===== src/rtl/stq_pkg.sv =====
// Shared constants, codes and types of the sorted timer queue.
package stq_pkg;

   localparam int DEFAULT_DEPTH       = 32;
   localparam int DEFAULT_HANDLE_BITS = 10;
   localparam int EXPIRY_BITS         = 32;
   localparam int MODE_BITS           = 2;
   localparam int STATUS_BITS         = 2;

   // request modes
   localparam logic [MODE_BITS-1:0] MODE_INSERT = 2'd0;
   localparam logic [MODE_BITS-1:0] MODE_ADJUST = 2'd1;
   localparam logic [MODE_BITS-1:0] MODE_DELETE = 2'd2;
   localparam logic [MODE_BITS-1:0] MODE_TICK   = 2'd3;

   // response status codes
   localparam logic [STATUS_BITS-1:0] STATUS_DONE      = 2'd0;
   localparam logic [STATUS_BITS-1:0] STATUS_FULL      = 2'd1;
   localparam logic [STATUS_BITS-1:0] STATUS_NOT_FOUND = 2'd2;
   localparam logic [STATUS_BITS-1:0] STATUS_EXPIRED   = 2'd3;

   // per-cell operations broadcast along the chain
   localparam logic [1:0] CELL_HOLD   = 2'd0;
   localparam logic [1:0] CELL_INSERT = 2'd1;
   localparam logic [1:0] CELL_REMOVE = 2'd2;
   localparam logic [1:0] CELL_POP    = 2'd3;

   typedef struct packed {
      logic [1:0]             op;
      logic [EXPIRY_BITS-1:0] key_expiry;
   } cell_ctrl_type;

endpackage


===== src/rtl/stq_cell.sv =====
// One entry cell of the sorted chain: holds a timer and shifts with its neighbors.
module stq_cell #(
   parameter int HANDLE_BITS = stq_pkg::DEFAULT_HANDLE_BITS
) (
   input  logic                            clock,
   input  logic                            reset,
   input  stq_pkg::cell_ctrl_type          ctrl,
   input  logic [HANDLE_BITS-1:0]          key_handle,
   input  logic                            left_valid,
   input  logic [stq_pkg::EXPIRY_BITS-1:0] left_expiry,
   input  logic [HANDLE_BITS-1:0]          left_handle,
   input  logic                            left_take,
   input  logic                            right_valid,
   input  logic [stq_pkg::EXPIRY_BITS-1:0] right_expiry,
   input  logic [HANDLE_BITS-1:0]          right_handle,
   input  logic                            seen_in,
   output logic                            valid,
   output logic [stq_pkg::EXPIRY_BITS-1:0] expiry,
   output logic [HANDLE_BITS-1:0]          handle,
   output logic                            take,
   output logic                            seen_out
);
   import stq_pkg::*;

   logic                   valid_ff, valid_in;
   logic [EXPIRY_BITS-1:0] expiry_ff, expiry_in;
   logic [HANDLE_BITS-1:0] handle_ff, handle_in;

   // an empty cell or a later expiry gives way to the new entry
   assign take     = !valid_ff || (expiry_ff > ctrl.key_expiry);
   assign seen_out = seen_in || (valid_ff && (handle_ff == key_handle));

   always_comb begin
      valid_in  = valid_ff;
      expiry_in = expiry_ff;
      handle_in = handle_ff;
      case (ctrl.op)
         CELL_INSERT: begin
            if (take) begin
               if (left_take) begin
                  valid_in  = left_valid;
                  expiry_in = left_expiry;
                  handle_in = left_handle;
               end else begin
                  valid_in  = 1'b1;
                  expiry_in = ctrl.key_expiry;
                  handle_in = key_handle;
               end
            end
         end
         CELL_REMOVE: begin
            if (seen_out) begin
               valid_in  = right_valid;
               expiry_in = right_expiry;
               handle_in = right_handle;
            end
         end
         CELL_POP: begin
            valid_in  = right_valid;
            expiry_in = right_expiry;
            handle_in = right_handle;
         end
         default: begin
            valid_in = valid_ff;
         end
      endcase
   end

   always_ff @(posedge clock) begin
      if (reset) begin
         valid_ff <= 1'b0;
      end else begin
         valid_ff <= valid_in;
      end
      expiry_ff <= expiry_in;
      handle_ff <= handle_in;
   end

   assign valid  = valid_ff;
   assign expiry = expiry_ff;
   assign handle = handle_ff;

endmodule


===== config.mk =====
export PLATFORM = sky130hd
export DESIGN_NAME = stq_cell
export DESIGN_NICKNAME = d
export VERILOG_FILES = /design/src/rtl/stq_pkg.sv /design/src/rtl/stq_cell.sv
export SDC_FILE = /design/constraint.sdc
export NUM_CORES = 1
export LEC_CHECK = 0
export ABC_CLOCK_PERIOD_IN_PS = 5800
export BUFFER_PORTS_ARGS = -buffer_cell sky130_fd_sc_hd__buf_2
export CAP_MARGIN = 20
export CORE_MARGIN = 5
export CORE_UTILIZATION = 45
export DETAILED_ROUTE_END_ITERATION = 10
export PLACE_DENSITY = 0.84
export SETUP_SLACK_MARGIN = 0.3
export SLEW_MARGIN = 20
export SYNTH_ARGS = -nofsm -noshare
export SYNTH_HDL_FRONTEND = slang
export SYNTH_SLANG_ARGS = --single-unit

===== constraint.sdc =====
create_clock -name clock -period 5.8 [get_ports clock]
set_input_delay 0.87 -clock clock [delete_from_list [all_inputs] [get_ports clock]]
set_output_delay 0.87 -clock clock [all_outputs]
set_load 0.1 [all_outputs]

==> impl_metrics.csv, run 1 <==
group,metric,value,unit
critical_path,crit_buf_inv,4,
placed_design,dp_slack,2.14,ns
route,drt_iter0_markers,84,
placed_design,io_buffers,178,
clock_tree,cts_resized,0,
finish,final_cells,594,
clock_tree,clkLatencyLatePin,0.29,ns
placed_design,gp_congestion,0.812,
sta,finalWorstSetupSlack,2.15,ns
logic_synthesis,ys_seq_area_share,40.8,%
route,ant_nets,0,
logic_synthesis,synthArstFlopShare,0,%
finish,area.growth.synth_to_final,34.8,%
min_path,hold_depth,2,
sta,finalHoldViolations,0,
sta,finalClockSkew,0.0106,ns
critical_path,worstPathCellList,"buf_2, inv_1, ha_1, nand4_2, a2111oi_0, o41ai_2, o21a_1, inv_1, buf_2",
sta,rsz0062_at_grt,"no",
logic_synthesis,ys_top_cells_by_count,"nand2_1, o21ai_0, mux2i_1",
placed_design,dpl.cell_count,586,
min_path,hold_path.class,"reg2reg",
critical_path,path_delay_family,"compound AO/OA/AOI/OAI gates",
finish,multi_input_area,0.00169,mm^2
critical_path,critPathCaptureType,"output pin",
logic_synthesis,synth_area_per_cell,9.73,um^2
critical_path,cp_max_fo,5,
power,peakVddDrop,129,uV
logic_synthesis,synthMuxAreaShare,13.7,%
clock_tree,post_cts_buffers,0,
grt,grt_first_pass_wirelength,14200,um
clock_tree,cts_tree,"done",
sta,fin_crit_sh,63.0,%
clock_tree,htree_levels,2,
finish,fin_area,0.00424,mm^2
grt,grt_overflow,0,
logic_synthesis,synth-simple-area-share,10.7,%
logic_synthesis,synth-main-ff-cell,"edfxtp_1",
finish,nFillCells,586,
critical_path,regToRegEndpoint,"handle[4]$_DFFE_PP_",
sta,setup_tns,0,ns
clock_tree,clock_path_buffers,2,
logic_synthesis,syn_nets,489,
critical_path,rr_worst_depth,7,
logic_synthesis,synth_cell_types,31,
clock_tree,ctsHoldBuffers,0,
logic_synthesis,synth_top_area_share,40.1,%
clock_tree,clock-root-buffer,"clkbuf_8",
sta,setup_violations,0,
critical_path,crit_arrival,2.78,ns
finish,layout-drive-gt1-share,39.2,%
logic_synthesis,synthCells,323,
route,wirelength,8770,um
clock_tree,clock_sinks,43,
placed_design,post_dp_cell_area,0.00414,mm^2
logic_synthesis,yosysWarnings,0,
logic_synthesis,synth_top_family_by_area,"multiplexers",
placed_design,hpwlAfterDp,7140,um
finish,regArea,0.00128,mm^2
clock_tree,cts_made_buffers,5,
grt,grt_max_degree,87,
route,vias,2977,
sta,finalCriticalPeriod,3.65,ns
route,post_drt_wl_per_cell,14.8,um
min_path,min_from,"valid$_SDFFE_PP0P_",
floorplan,core_area,0.00679,mm^2
critical_path,reg2reg_slack,3.05,ns
floorplan,initial_core_util,46.3,%
power,p_leak,2.16,nW
logic_synthesis,synth-adder-area-share,12.7,%
critical_path,required,4.93,ns
logic_synthesis,yosys-top-cells-area,"edfxtp_1, mux2i_1, ha_1",
logic_synthesis,syn_area,0.00314,mm^2
critical_path,cp.depth,9,
critical_path,rr_startpoint,"expiry[15]$_DFFE_PP_",
critical_path,crit_slowest_cell,"a2111oi_0",
grt,grt_pass1_vias,3207,
finish,n_antenna_cell,0,
sta,slew_headroom,51.2,%
flow_run,drv_cap,0,
logic_synthesis,synth_most_common_cell,"nand2_1",
critical_path,path_class,"in2out",
critical_path,startpoint,"ctrl[15]",
power,power.density,270,mW/mm^2
floorplan,die_area,0.00876,mm^2
logic_synthesis,synth_edf_count,42,
grt,grt_usage,20.2,%
floorplan,rows,30,
floorplan,dieHeight,93.6,um
route,via_per_inst,5.01,
critical_path,worstSetupEndpoint,"take",
logic_synthesis,ys_seq_elements,43,
logic_synthesis,synth_compound_area_share,13.3,%
finish,post-route-util,62.3,%
outcome,status,"completed",
clock_tree,clk_pin_slew_worst_paths,0.08,ns
route,route.detailed.drc,0,
grt,antenna_found_initial,0,
sta,final_max_slew_viol_count,0,
route,dr.pass1.iters,4,
critical_path,worstSetupStartpointType,"input port",
logic_synthesis,synth_top_cell_by_area,"edfxtp_1",
sta,tightest_slew,0.732,ns
finish,nets,663,
sta,fmax,274,MHz
floorplan,pin_count,179,
critical_path,max_stage_delay,0.52,ns
floorplan,die_w,93.6,um
logic_synthesis,synth_xor_area_share,2.79,%
==> layer usage <==
| metal | global-route usage (%) | wire, um | vias to the layer above | part of all wire (%) |
|---|---|---|---|---|
| li1 | - | - | 1508 | - |
| met1 | 23.3 | 3470 | 1342 | 39 |
| met2 | 36.9 | 4440 | 114 | 51 |
| met3 | 5.31 | 735 | 13 | 8.4 |
| met4 | 4.93 | 135 | 0 | 1.5 |
| met5 | 0 | 0 | - | 0 |
==> final cells by class <==
class,instances,share of cell area [%]
inverter,35,3.10
tap,96,2.84
multi-input combinational,231,39.9
clock buffer,8,2.36
sequential,43,30.3
timing repair buffer,181,21.6
==> worst min path at each step <==
stage                               endpoint  slack [ns]
after floorplan           valid$_SDFFE_PP0P_        0.94
after global placement    valid$_SDFFE_PP0P_        0.63
after detailed placement  valid$_SDFFE_PP0P_        0.64
after CTS                 valid$_SDFFE_PP0P_        0.65
after global routing      valid$_SDFFE_PP0P_        0.70
final                     valid$_SDFFE_PP0P_        0.65
==> logic make-up (layout without fill, tap and decap cells) <==
logic type / count (synthesis) / after routing
DFF: 43 / 43
buffers and inverters: 49 / 224
and+or+nand+nor: 72 / 72
xor gates and xnor gates: 10 / 10
adders and majority gates: 32 / 32
AOI/OAI and AO/OA: 74 / 74
muxes: 43 / 43
==> metrics by stage <==
| stage | total power, mW | hold slack (ns) |
|---|---|---|
| finish | 1.14 | 0.646 |
| global route | 1.20 | 0.700 |
| CTS | 1.15 | 0.646 |
| detailed placement | 0.942 | 0.638 |
| global placement | 0.931 | 0.627 |
| floorplan | 0.817 | 0.939 |
==> layout by cell type, fill, tap and decap left out, types with 5 or more instances in the layout <==
master    count
edfxtp_1     42
nand4_1       5
buf_2       178
o21ai_0      45
inv_1        35
a21oi_1      14
nand2_1      53
mux2i_1      43
xnor2_1      10
ha_1         32
clkbuf_8      7
==> flip-flops by register name, indices dropped and copies added (netlist names) <==
name,flops
handle,10
expiry,32
valid,1
==> worst min-delay path: cells and delay by family, from the launching register on <==
family / cells / cell delay [ns]
AOI/OAI and AO/OA: 1 / 0.08
DFF: 1 / 0.38
muxes: 1 / 0.15
==> where the power goes <==
part           internal, mW  switching, mW
registers             0.390         0.0219
clock network         0.109          0.102
logic                 0.126          0.394
(Power assumes the default switching activity.)
==> inputs of run 2 (changes only) <==
--- a/config.mk
+++ b/config.mk
@@ -5,7 +5,7 @@
 export SDC_FILE = /design/constraint.sdc
 export NUM_CORES = 1
 export LEC_CHECK = 0
-export ABC_CLOCK_PERIOD_IN_PS = 5800
+export ABC_CLOCK_PERIOD_IN_PS = 3600
 export BUFFER_PORTS_ARGS = -buffer_cell sky130_fd_sc_hd__buf_2
 export CAP_MARGIN = 20
 export CORE_MARGIN = 5
==> constraint.sdc (replaced) <==
create_clock -name clock -period 3.6 [get_ports clock]
set_input_delay 0.54 -clock clock [delete_from_list [all_inputs] [get_ports clock]]
set_output_delay 0.54 -clock clock [all_outputs]
set_load 0.1 [all_outputs]
==> impl_metrics.csv, run 2 (synthesis results as in run 1) <==
group,metric,value,unit
sta,slew_headroom,55.4,%
power,comb_power_share,47.0,%
sta,fmax,322,MHz
sta,tightest_slew,0.669,ns
route,wirelength,8780,um
clock_tree,post_cts_buffers,0,
clock_tree,clkLatencyLatePin,0.29,ns
clock_tree,cts_resized,0,
clock_tree,clock_sinks,43,
grt,grt_first_pass_wirelength,13800,um
sta,setup_tns,0,ns
finish,nets,664,
critical_path,path_delay_family,"compound AO/OA/AOI/OAI gates",
sta,fin_crit_sh,86.1,%
sta,finalClockSkew,0.00637,ns
critical_path,critPathCaptureType,"output pin",
power,sw_frac_of_total,46.3,%
critical_path,cp.depth,7,
power,seq_power_share,36.8,%
grt,grt_max_degree,85,
placed_design,io_buffers,178,
clock_tree,clock-root-buffer,"clkbuf_8",
sta,timing.hold.ws,0.394,ns
clock_tree,cts_tree,"done",
critical_path,worstPathCellList,"ha_1, nand4_2, a2111oi_0, o41ai_2, o21a_1, inv_1, buf_2",
power,cell_internal_pwr,0.967,mW
critical_path,max_stage_delay,0.56,ns
finish,final_common_cell,"buf_2",
critical_path,crit_arrival,2.56,ns
finish,layout-drive-gt1-share,39.1,%
flow_run,drv_cap,0,
clock_tree,htree_levels,2,
route,post_drt_wl_per_cell,14.8,um
grt,grt_overflow,0,
power,p_sw,0.833,mW
critical_path,required,3.06,ns
sta,finalWorstSetupSlack,0.499,ns
clock_tree,clock_path_buffers,2,
route,dr.max_layer_used,"met4",
min_path,hold_path.class,"in2reg",
grt,antenna_found_initial,0,
placed_design,dp_slack,0.562,ns
critical_path,rr_worst_depth,7,
outcome,status,"completed",
floorplan,die_w,93.6,um
route,drt_iter0_markers,112,
floorplan,dieHeight,93.6,um
power,peakVddDrop,233,uV
finish,largest_reg_flops,32,
clock_tree,cts_made_buffers,5,
floorplan,core_area,0.00679,mm^2
sta,finalCriticalPeriod,3.10,ns
route,dr.pass1.iters,4,
clock_tree,ctsHoldBuffers,0,
grt,grt_usage,19.8,%
finish,most-common-layout-cells,"buf_2, nand2_1, o21ai_0",
finish,n_antenna_cell,0,
route,wl_met1,3610,um
critical_path,worstSetupStartpointType,"flop",
placed_design,post_dp_cell_area,0.00417,mm^2
grt,grt_pass1_vias,3111,
finish,final_cells,595,
critical_path,cp_max_fo,5,
critical_path,crit_slowest_cell,"a2111oi_0",
min_path,hold_depth,2,
floorplan,pin_count,179,
placed_design,dpl.cell_count,587,
floorplan,initial_core_util,46.3,%
floorplan,rows,30,
power,p_leak,2.16,nW
sta,finalHoldViolations,0,
route,dr_wl_met2,4430,um
route,route.detailed.drc,0,
route,wl_met3,653,um
placed_design,gp_congestion,0.829,
sta,rsz0062_at_grt,"no",
finish,fin_area,0.00425,mm^2
power,power.density,424,mW/mm^2
power,p_total,1.80,mW
route,vias,2957,
power,power.share.clock,16.2,%
placed_design,hpwlAfterDp,7240,um
clock_tree,clk_pin_slew_worst_paths,0.08,ns
route,via_per_inst,4.97,
floorplan,die_area,0.00876,mm^2
critical_path,crit_buf_inv,2,
critical_path,path_class,"reg2out",
route,ant_nets,0,
finish,post-route-util,62.5,%
sta,final_max_slew_viol_count,0,
finish,area.growth.synth_to_final,35.2,%
sta,setup_violations,0,
==> run 2: worst register-to-register path, delay by kind of cell (launching register included) <==
family / cells / cell delay (ns)
DFF: 1 / 0.41
AOI/OAI and AO/OA: 4 / 1.20
adders and majority gates: 1 / 0.33
and+or+nand+nor: 1 / 0.18
buffers and inverters: 1 / 0.28
==> run 2: final cells by class <==
type | count | area [um^2]
fillers | 573 | 2550
multi-input cells | 231 | 1700
clock buffers | 6 | 72.6
clock inverters | 2 | 7.51
flip-flops and latches | 43 | 1280
well taps | 96 | 120
repair buffers | 182 | 933
inverters | 35 | 131
==> run 2: power by group through the flow <==
| stage | Sequential (mW) | Combinational (mW) | Clock, mW |
|---|---|---|---|
| after CTS | 0.664 | 0.853 | 0.303 |
| after floorplan | 1.08 | 0.236 | 0 |
| after global placement | 0.672 | 0.837 | 0 |
| after global routing | 0.670 | 0.904 | 0.320 |
| final | 0.663 | 0.846 | 0.291 |
| after detailed placement | 0.674 | 0.852 | 0 |
==> run 2: worst paths after layout <==
path                            slack (ns)             endpoint                 start
worst min register to register        0.65   valid$_SDFFE_PP0P_    valid$_SDFFE_PP0P_
worst max-delay path                  0.50                 take  expiry[14]$_DFFE_PP_
worst min-delay path                  0.39   valid$_SDFFE_PP0P_                 reset
worst max register to register        0.89  expiry[2]$_DFFE_PP_  expiry[14]$_DFFE_PP_
==> run 2: per-layer routing <==
layer  vias up  track usage [%]
li1       1511                -
met1      1320             23.6
met2       120             36.2
met3         6             4.18
met4         0             4.57
met5         -                0
